<file path="src/sv/ibdz_pkg.sv">
package ibdz_pkg;

	localparam int SAMPLE_W   = 32;
	localparam int COEF_FRAC  = 16;
	localparam int COEF_W     = COEF_FRAC + 2;
	localparam int DZ_W       = SAMPLE_W - 1;
	localparam int PROD_W     = SAMPLE_W + COEF_W;
	localparam int ACC_W      = PROD_W + 3;
	localparam int SHIFT_W    = ACC_W - COEF_FRAC;
	localparam int CFG_IDX_W  = 3;
	localparam int CFG_DATA_W = (DZ_W > COEF_W) ? DZ_W : COEF_W;
	localparam int MAC_STEPS  = 5;
	localparam int SEL_W      = 3;

	localparam logic [CFG_IDX_W-1:0] REG_NUM_COEF_0     = 3'd0;
	localparam logic [CFG_IDX_W-1:0] REG_NUM_COEF_1     = 3'd1;
	localparam logic [CFG_IDX_W-1:0] REG_NUM_COEF_2     = 3'd2;
	localparam logic [CFG_IDX_W-1:0] REG_DEN_COEF_1     = 3'd3;
	localparam logic [CFG_IDX_W-1:0] REG_DEN_COEF_2     = 3'd4;
	localparam logic [CFG_IDX_W-1:0] REG_DEAD_ZONE      = 3'd5;
	localparam logic [CFG_IDX_W-1:0] REG_DIVISOR_VALID  = 3'd6;

	localparam logic [SEL_W-1:0] SEL_X0 = 3'd0;
	localparam logic [SEL_W-1:0] SEL_X1 = 3'd1;
	localparam logic [SEL_W-1:0] SEL_X2 = 3'd2;
	localparam logic [SEL_W-1:0] SEL_Y1 = 3'd3;
	localparam logic [SEL_W-1:0] SEL_Y2 = 3'd4;

	localparam logic [0:0] REQ_FILTER = 1'b0;
	localparam logic [0:0] REQ_CLEAR  = 1'b1;

	typedef struct packed {
		logic                       req_type;
		logic signed [SAMPLE_W-1:0] sample_in;
	} in_item_t;

	typedef struct packed {
		logic signed [SAMPLE_W-1:0] filtered_out;
		logic                       held;
	} out_item_t;

	typedef struct packed {
		logic             hist_shift;
		logic             hist_clear;
		logic             acc_clr;
		logic             mul_en;
		logic [SEL_W-1:0] mul_sel;
		logic             round;
		logic             emit;
	} cmd_t;

endpackage

</file>
<file path="src/sv/ibdz_ctrl.sv">
module ibdz_ctrl (
	input  logic              clk,
	input  logic              arst_n,
	input  logic              in_valid,
	input  logic              in_req_type,
	output logic              in_stall,
	input  logic              out_stall,
	output logic              out_valid,
	output ibdz_pkg::cmd_t    cmd
);

	localparam logic [2:0] ST_IDLE  = 3'd0;
	localparam logic [2:0] ST_MAC   = 3'd1;
	localparam logic [2:0] ST_DRAIN = 3'd2;
	localparam logic [2:0] ST_ROUND = 3'd3;
	localparam logic [2:0] ST_EMIT  = 3'd4;

	logic [2:0]                 state_q, state_d;
	logic [ibdz_pkg::SEL_W-1:0] cnt_q, cnt_d;
	logic                       out_valid_q, out_valid_d;
	logic                       in_acc;
	logic                       out_free;

	assign in_stall = (state_q != ST_IDLE);
	assign in_acc   = in_valid && (state_q == ST_IDLE);
	assign out_free = !out_valid_q || !out_stall;
	assign out_valid = out_valid_q;

	always_comb begin
		state_d        = state_q;
		cnt_d          = cnt_q;
		cmd            = '0;
		out_valid_d    = out_valid_q && out_stall;
		case (state_q)
			ST_IDLE: begin
				if (in_acc) begin
					if (in_req_type == ibdz_pkg::REQ_CLEAR) begin
						cmd.hist_clear = 1'b1;
					end else begin
						cmd.hist_shift = 1'b1;
						cmd.acc_clr    = 1'b1;
						cnt_d          = '0;
						state_d        = ST_MAC;
					end
				end
			end
			ST_MAC: begin
				cmd.mul_en  = 1'b1;
				cmd.mul_sel = cnt_q;
				cnt_d       = cnt_q + 1'b1;
				if (cnt_q == ibdz_pkg::SEL_W'(ibdz_pkg::MAC_STEPS - 1)) begin
					state_d = ST_DRAIN;
				end
			end
			ST_DRAIN: begin
				state_d = ST_ROUND;
			end
			ST_ROUND: begin
				cmd.round = 1'b1;
				state_d   = ST_EMIT;
			end
			ST_EMIT: begin
				// hold the result until the output register is free
				if (out_free) begin
					cmd.emit    = 1'b1;
					out_valid_d = 1'b1;
					state_d     = ST_IDLE;
				end
			end
			default: begin
				state_d = ST_IDLE;
			end
		endcase
	end

	always_ff @(posedge clk or negedge arst_n) begin
		if (!arst_n) begin
			state_q     <= ST_IDLE;
			cnt_q       <= '0;
			out_valid_q <= 1'b0;
		end else begin
			state_q     <= state_d;
			cnt_q       <= cnt_d;
			out_valid_q <= out_valid_d;
		end
	end

endmodule

</file>
<file path="src/sv/ibdz_datapath.sv">
module ibdz_datapath (
	input  logic                                clk,
	input  logic                                arst_n,
	input  ibdz_pkg::cmd_t                      cmd,
	input  logic signed [ibdz_pkg::SAMPLE_W-1:0] sample_in,
	input  logic                                cfg_we,
	input  logic [ibdz_pkg::CFG_IDX_W-1:0]      cfg_index,
	input  logic [ibdz_pkg::CFG_DATA_W-1:0]     cfg_data,
	output ibdz_pkg::out_item_t                 out_data
);

	localparam int SW  = ibdz_pkg::SAMPLE_W;
	localparam int CW  = ibdz_pkg::COEF_W;
	localparam int PW  = ibdz_pkg::PROD_W;
	localparam int AW  = ibdz_pkg::ACC_W;
	localparam int HW  = ibdz_pkg::SHIFT_W;
	localparam int FR  = ibdz_pkg::COEF_FRAC;
	localparam int DW  = ibdz_pkg::DZ_W;

	logic signed [CW-1:0] b0_q, b1_q, b2_q, a1_q, a2_q;
	logic [DW-1:0]        dz_q;
	logic                 div_ok_q;

	logic signed [SW-1:0] x0_q, x1_q, x2_q, y1_q, y2_q;
	logic signed [SW-1:0] last_q, y_q;

	logic signed [SW-1:0] mul_a;
	logic signed [CW-1:0] mul_b;
	logic signed [PW-1:0] prod_s1;
	logic                 prod_vld_s1, prod_sub_s1;
	logic signed [AW-1:0] acc_q;

	logic signed [AW-1:0] rnd;
	logic signed [AW-1:0] shifted;
	logic signed [HW-1:0] sh_trunc;
	logic [HW-SW:0]       upper;
	logic signed [SW-1:0] y_sat;

	logic signed [SW:0]   diff;
	logic [SW:0]          mag;
	logic                 held;

	// configuration registers
	always_ff @(posedge clk or negedge arst_n) begin
		if (!arst_n) begin
			b0_q     <= CW'(1) << FR;
			b1_q     <= '0;
			b2_q     <= '0;
			a1_q     <= '0;
			a2_q     <= '0;
			dz_q     <= '0;
			div_ok_q <= 1'b1;
		end else if (cfg_we) begin
			case (cfg_index)
				ibdz_pkg::REG_NUM_COEF_0:    b0_q     <= cfg_data[CW-1:0];
				ibdz_pkg::REG_NUM_COEF_1:    b1_q     <= cfg_data[CW-1:0];
				ibdz_pkg::REG_NUM_COEF_2:    b2_q     <= cfg_data[CW-1:0];
				ibdz_pkg::REG_DEN_COEF_1:    a1_q     <= cfg_data[CW-1:0];
				ibdz_pkg::REG_DEN_COEF_2:    a2_q     <= cfg_data[CW-1:0];
				ibdz_pkg::REG_DEAD_ZONE:     dz_q     <= cfg_data[DW-1:0];
				ibdz_pkg::REG_DIVISOR_VALID: div_ok_q <= cfg_data[0];
				default: ;
			endcase
		end
	end

	// shared multiplier operand select
	always_comb begin
		case (cmd.mul_sel)
			ibdz_pkg::SEL_X0: begin mul_a = x0_q; mul_b = b0_q; end
			ibdz_pkg::SEL_X1: begin mul_a = x1_q; mul_b = b1_q; end
			ibdz_pkg::SEL_X2: begin mul_a = x2_q; mul_b = b2_q; end
			ibdz_pkg::SEL_Y1: begin mul_a = y1_q; mul_b = a1_q; end
			ibdz_pkg::SEL_Y2: begin mul_a = y2_q; mul_b = a2_q; end
			default:          begin mul_a = '0;   mul_b = '0;   end
		endcase
	end

	always_ff @(posedge clk) begin
		prod_s1     <= mul_a * mul_b;
		prod_sub_s1 <= cmd.mul_sel inside {ibdz_pkg::SEL_Y1, ibdz_pkg::SEL_Y2};
	end

	always_ff @(posedge clk or negedge arst_n) begin
		if (!arst_n) begin
			prod_vld_s1 <= 1'b0;
		end else begin
			prod_vld_s1 <= cmd.mul_en;
		end
	end

	always_ff @(posedge clk) begin
		if (cmd.acc_clr) begin
			acc_q <= '0;
		end else if (prod_vld_s1) begin
			if (prod_sub_s1) begin
				acc_q <= acc_q - AW'(prod_s1);
			end else begin
				acc_q <= acc_q + AW'(prod_s1);
			end
		end
	end

	// round half up, floor shift, saturate
	always_comb begin
		rnd      = acc_q + (AW'(1) <<< (FR - 1));
		shifted  = rnd >>> FR;
		sh_trunc = shifted[HW-1:0];
		upper    = sh_trunc[HW-1:SW-1];
		if ((upper == '0) || (upper == '1)) begin
			y_sat = sh_trunc[SW-1:0];
		end else if (sh_trunc[HW-1]) begin
			y_sat = {1'b1, {(SW-1){1'b0}}};
		end else begin
			y_sat = {1'b0, {(SW-1){1'b1}}};
		end
	end

	// histories and last emitted value
	always_ff @(posedge clk or negedge arst_n) begin
		if (!arst_n) begin
			x0_q   <= '0;
			x1_q   <= '0;
			x2_q   <= '0;
			y1_q   <= '0;
			y2_q   <= '0;
			last_q <= '0;
		end else begin
			if (cmd.hist_clear) begin
				x0_q <= '0;
				x1_q <= '0;
				x2_q <= '0;
				y1_q <= '0;
				y2_q <= '0;
			end else if (cmd.hist_shift) begin
				x0_q <= sample_in;
				x1_q <= x0_q;
				x2_q <= x1_q;
			end else if (cmd.round) begin
				y1_q <= div_ok_q ? y_sat : '0;
				y2_q <= y1_q;
			end
			if (cmd.emit && !held) begin
				last_q <= y_q;
			end
		end
	end

	always_ff @(posedge clk) begin
		if (cmd.round) begin
			y_q <= div_ok_q ? y_sat : '0;
		end
	end

	// dead zone compare
	always_comb begin
		diff = {y_q[SW-1], y_q} - {last_q[SW-1], last_q};
		mag  = diff[SW] ? (SW+1)'(-diff) : diff;
		held = mag < {2'b00, dz_q};
	end

	always_ff @(posedge clk) begin
		if (cmd.emit) begin
			out_data.filtered_out <= held ? last_q : y_q;
			out_data.held         <= held;
		end
	end

endmodule

</file>
<file path="src/sv/iir_biquad_dead_zone_filter.sv">
// channel  | direction | handshake             | payload
// in       | input     | in_valid / in_stall   | in_data  (req_type, sample_in)
// out      | output    | out_valid / out_stall | out_data (filtered_out, held)
// cfg      | input     | cfg_valid / cfg_ready | cfg_index, cfg_data
//
// from acceptance to result a sample passes through MAC (five products on one shared
// 32x18 multiplier), DRAIN (product register), ROUND (round/saturate), EMIT (dead-zone step)
// the input reopens the cycle after the result is emitted; no new sample is taken before that
// a clear transaction leaves the input open and produces no result
// arst_n clears histories, last emitted value and coefficients to their defaults
// a waiting result does not block the next sample; only a second result waits for it
module iir_biquad_dead_zone_filter (
	input  logic                              clk,
	input  logic                              arst_n,
	input  logic                              in_valid,
	output logic                              in_stall,
	input  ibdz_pkg::in_item_t                in_data,
	output logic                              out_valid,
	input  logic                              out_stall,
	output ibdz_pkg::out_item_t               out_data,
	input  logic                              cfg_valid,
	output logic                              cfg_ready,
	input  logic [ibdz_pkg::CFG_IDX_W-1:0]    cfg_index,
	input  logic [ibdz_pkg::CFG_DATA_W-1:0]   cfg_data
);

	ibdz_pkg::cmd_t cmd;

	assign cfg_ready = 1'b1;

	ibdz_ctrl u_ctrl (
		.clk         (clk),
		.arst_n      (arst_n),
		.in_valid    (in_valid),
		.in_req_type (in_data.req_type),
		.in_stall    (in_stall),
		.out_stall   (out_stall),
		.out_valid   (out_valid),
		.cmd         (cmd)
	);

	ibdz_datapath u_datapath (
		.clk       (clk),
		.arst_n    (arst_n),
		.cmd       (cmd),
		.sample_in (in_data.sample_in),
		.cfg_we    (cfg_valid && cfg_ready),
		.cfg_index (cfg_index),
		.cfg_data  (cfg_data),
		.out_data  (out_data)
	);

`ifndef SYNTHESIS
	a_no_overwrite: assert property (@(posedge clk) disable iff (!arst_n)
		cmd.emit |-> !(out_valid && out_stall))
		else $error("result written over a waiting result");

	a_sample_busy: assert property (@(posedge clk) disable iff (!arst_n)
		(in_valid && !in_stall && (in_data.req_type == ibdz_pkg::REQ_FILTER)) |=> in_stall)
		else $error("sample accepted but block not busy");

	a_clear_quick: assert property (@(posedge clk) disable iff (!arst_n)
		(in_valid && !in_stall && (in_data.req_type == ibdz_pkg::REQ_CLEAR)) |=> !in_stall)
		else $error("clear transaction held the input side");

	a_emit_then_valid: assert property (@(posedge clk) disable iff (!arst_n)
		cmd.emit |=> out_valid)
		else $error("emitted result not presented");
`endif

endmodule

</file>
<file path="config.mk">
export PLATFORM = sky130hd
export DESIGN_NAME = iir_biquad_dead_zone_filter
export DESIGN_NICKNAME = d
export VERILOG_FILES = /design/src/sv/ibdz_pkg.sv /design/src/sv/ibdz_ctrl.sv /design/src/sv/ibdz_datapath.sv /design/src/sv/iir_biquad_dead_zone_filter.sv
export SDC_FILE = /design/constraint.sdc
export NUM_CORES = 2
export LEC_CHECK = 0
export ABC_AREA = 1
export BUFFER_PORTS_ARGS = -buffer_cell sky130_fd_sc_hd__buf_2
export CAP_MARGIN = 20
export CELL_PAD_IN_SITES_DETAIL_PLACEMENT = 0
export CELL_PAD_IN_SITES_GLOBAL_PLACEMENT = 1
export CORE_MARGIN = 2
export CORE_UTILIZATION = 53
export DETAILED_ROUTE_END_ITERATION = 8
export GPL_TIMING_DRIVEN = 0
export PLACE_DENSITY = 0.93
export SLEW_MARGIN = 20
export SYNTH_ARGS = -nofsm -noshare
export SYNTH_HDL_FRONTEND = slang
export SYNTH_SLANG_ARGS = --single-unit
</file>
<file path="constraint.sdc">
create_clock -name clk -period 12.9 [get_ports clk]
set_input_delay 2.58 -clock clk [delete_from_list [all_inputs] [get_ports clk]]
set_output_delay 2.58 -clock clk [all_outputs]
set_load 0.005 [all_outputs]
</file>
==> out/metrics.yaml <==
finish:
  top_regs: "u_datapath.acc_q: 53 flops, u_datapath.prod_s1: 50 flops, u_datapath.out_data: 33 flops"
  layout-drive-gt1-share: 0.06274
  layout.nets: 7355
  regMostFlops: "u_datapath.acc_q"
  multi_input_area_mm2: 0.03059
  seqCellArea_mm2: 0.01209
  area_delta_synth_final_pct: 8.824
  n_fill_cell: 8511
  largest_reg_flops: 53
  finalInstanceArea_mm2: 0.05305
  final_util: 0.5805
grt:
  grt_pass1_vias: 42327
  grt_max_degree: 102
  grt-ovfl-total: 0
  grt.total_usage: 0.3413
  grt_pass1_wl_mm: 244.3
  antenna_found_initial: 4
timing:
  setup-violations-final: 0
  relSlewSlack: 0.2158
  rsz0062_at_grt: "no"
  fin_crit_sh: 0.7503
  tightest_slew_ps: 1166
  drv_slew: 0
  finalHoldViolations: 0
  final.setup_skew_ps: 37.93
  setup-tns-final_ps: 0
  max_freq_mhz: 103.3
  timing.final.crit_period_ps: 9680
route:
  met1_length_mm: 64.63
  vias: 42686
  drt-total-wl_mm: 159.9
  top_layer: "met5"
  drt.antenna.violating_nets: 0
  drtIter0Drc: 3980
  post_drt_via_cell_ratio: 5.527
  routedWlPerCell_um: 20.71
  drt-pass1-iter-count: 6
  drcViolationCount: 0
  wl_met2_mm: 75.41
  dr_wl_met3_mm: 10.88
place:
  portBuffers: 106
  dp_hpwl_mm: 132.0
  place_area_mm2: 0.05110
  place.gp.congestion: 0.9884
floorplanning:
  start_util: 0.5334
  num_rows: 111
  core-area_mm2: 0.09139
  die-area_mm2: 0.09442
  io_pins: 108
  die_h_um: 307.3
  dieWidth_um: 307.3
synth:
  yosys-mux-area-fraction: 0
  syn_area_mm2: 0.04875
  synth_fp_nets: 7181
  synth_top_area_cell: "fa_1"
  synth-main-ff-cell: "dfrtp_1"
  synth-edff-count: 65
  netlist_instances: 6314
  yosys.area_share.simple: 0.2000
  synth_top_family_by_area: "adder cells"
  yosysMostFrequentCell: "inv_1"
  synth-async-reset-ratio: 0.6558
  syn_area_per_cell_um2: 7.721
  ys_seq_area_frac: 0.2481
  synth_compound_area_frac: 0.09792
  synth_top_area_frac: 0.2283
  synth_adder_area_share: 0.2897
  synth.top_cells.by_count: "1393 x inv_1, 1273 x nand2_1, 687 x nor2_1"
  yosys_warnings: 0
  synth_cell_types: 58
  synth_seq_cells: 491
  yosys-top-cells-area: "fa_1 23%, dfrtp_1 16%, inv_1 11%"
  yosys.area_share.xor_xnor: 0.03609
setup_path:
  path_max_fanout: 10
  crit_path_start_kind: "register"
  crit_family: "adder cells"
  end_kind: "register"
  critPathSlowestCell: "clkbuf_1"
  cp_common_cell: "fa_1"
  cp_slowest_stage_delay_ps: 840
  cp.required_ps: 13470
  cp.arrival_ps: 10250
  cp_num_buf_inv: 9
  critical_path_class: "reg -> reg"
clocking:
  cts-hold-fix-buffers: 0
  cts_resized: 0
  cts-root-buf: "clkbuf_16"
  clkTransAtPathRegs_ps: 60
  htree_levels: 2
  cts_buffer_depth: 3
  clk-insertion-delay-late_ps: 650
  cts_setup_buffers: 0
  clock-sinks: 491
  cts_made_buffers: 55
  cts_tree: "built"
flow_run:
  maxCapViolations: 0
status:
  run_status: "finished, final reports clean"
worst_hold_path:
  min_path_type: "reg -> reg"
area by class of cell:
class	instances	area share
buffer	191	0.01658
tap	1186	0.02797
multi-input combinational	4202	0.5765
inverter	1430	0.1012
timing repair buffer	117	0.01302
clock inverter	31	0.007311
antenna	2	0.00009434
clock buffer	73	0.02932
sequential	491	0.2280
per-stage QoR:
step                      instances  hold slack (ps)  setup slack [ps]
final                          7723            468.2              3220
after global routing           7721            494.9              2865
after CTS                      7721            473.5              3357
after detailed placement       7617            458.0              3412
after global placement         7606            453.9              2971
after floorplan                6314            441.9              5833
worst min-delay path, cell delays in order, from the launching register on:
cell and delay, ps:
dfrtp_1 340, nand2_1 50, nand2_1 40
layout by cell type (no fill, tap or decap), drive strengths merged, types with 52 or more instances in the layout:
master,Yosys,routed
a21oi,248,248
buf,87,204
clkbuf,104,177
dfrtp,320,320
dfxtp,104,104
edfxtp,65,65
fa,556,556
ha,239,239
inv,1421,1424
nand2,1289,1289
nand3,175,175
nor2,698,698
nor3,65,65
nor4,52,52
o21ai,348,348
o22ai,134,134
xnor2,60,60
xor2,140,140
routing by layer:
metal  track usage  vias to the layer above
li1              -                    19703
met1        0.4498                    20886
met2        0.5660                     1710
met3       0.03455                      385
met4        0.1657                        2
met5             0                        -
worst paths after layout:
path	startpoint	endpoint	slack, ps	depth (start not counted)
max	u_ctrl.state_q[0]	u_datapath.prod_s1[43]	3220	31
min	u_datapath.last_q[22]	u_datapath.last_q[22]	470	2
max reg2reg	u_ctrl.state_q[0]	u_datapath.prod_s1[43]	3220	31
min reg2reg	u_datapath.last_q[22]	u_datapath.last_q[22]	470	2
max in group asynchronous	arst_n	u_datapath.b0_q[14]	9800	3
min in group asynchronous	arst_n	u_datapath.last_q[27]	1880	1
logic make-up after synthesis:
kind of cell,Yosys count
and+or+nand+nor,2354
buffers and inverters,1621
AOI/OAI and AO/OA,852
adders and majority gates,795
DFF,491
xor gates and xnor gates,200
other,1
Power is not shown: default switching activity piles up to over one toggle a cycle in this logic, so the estimate is an artifact.
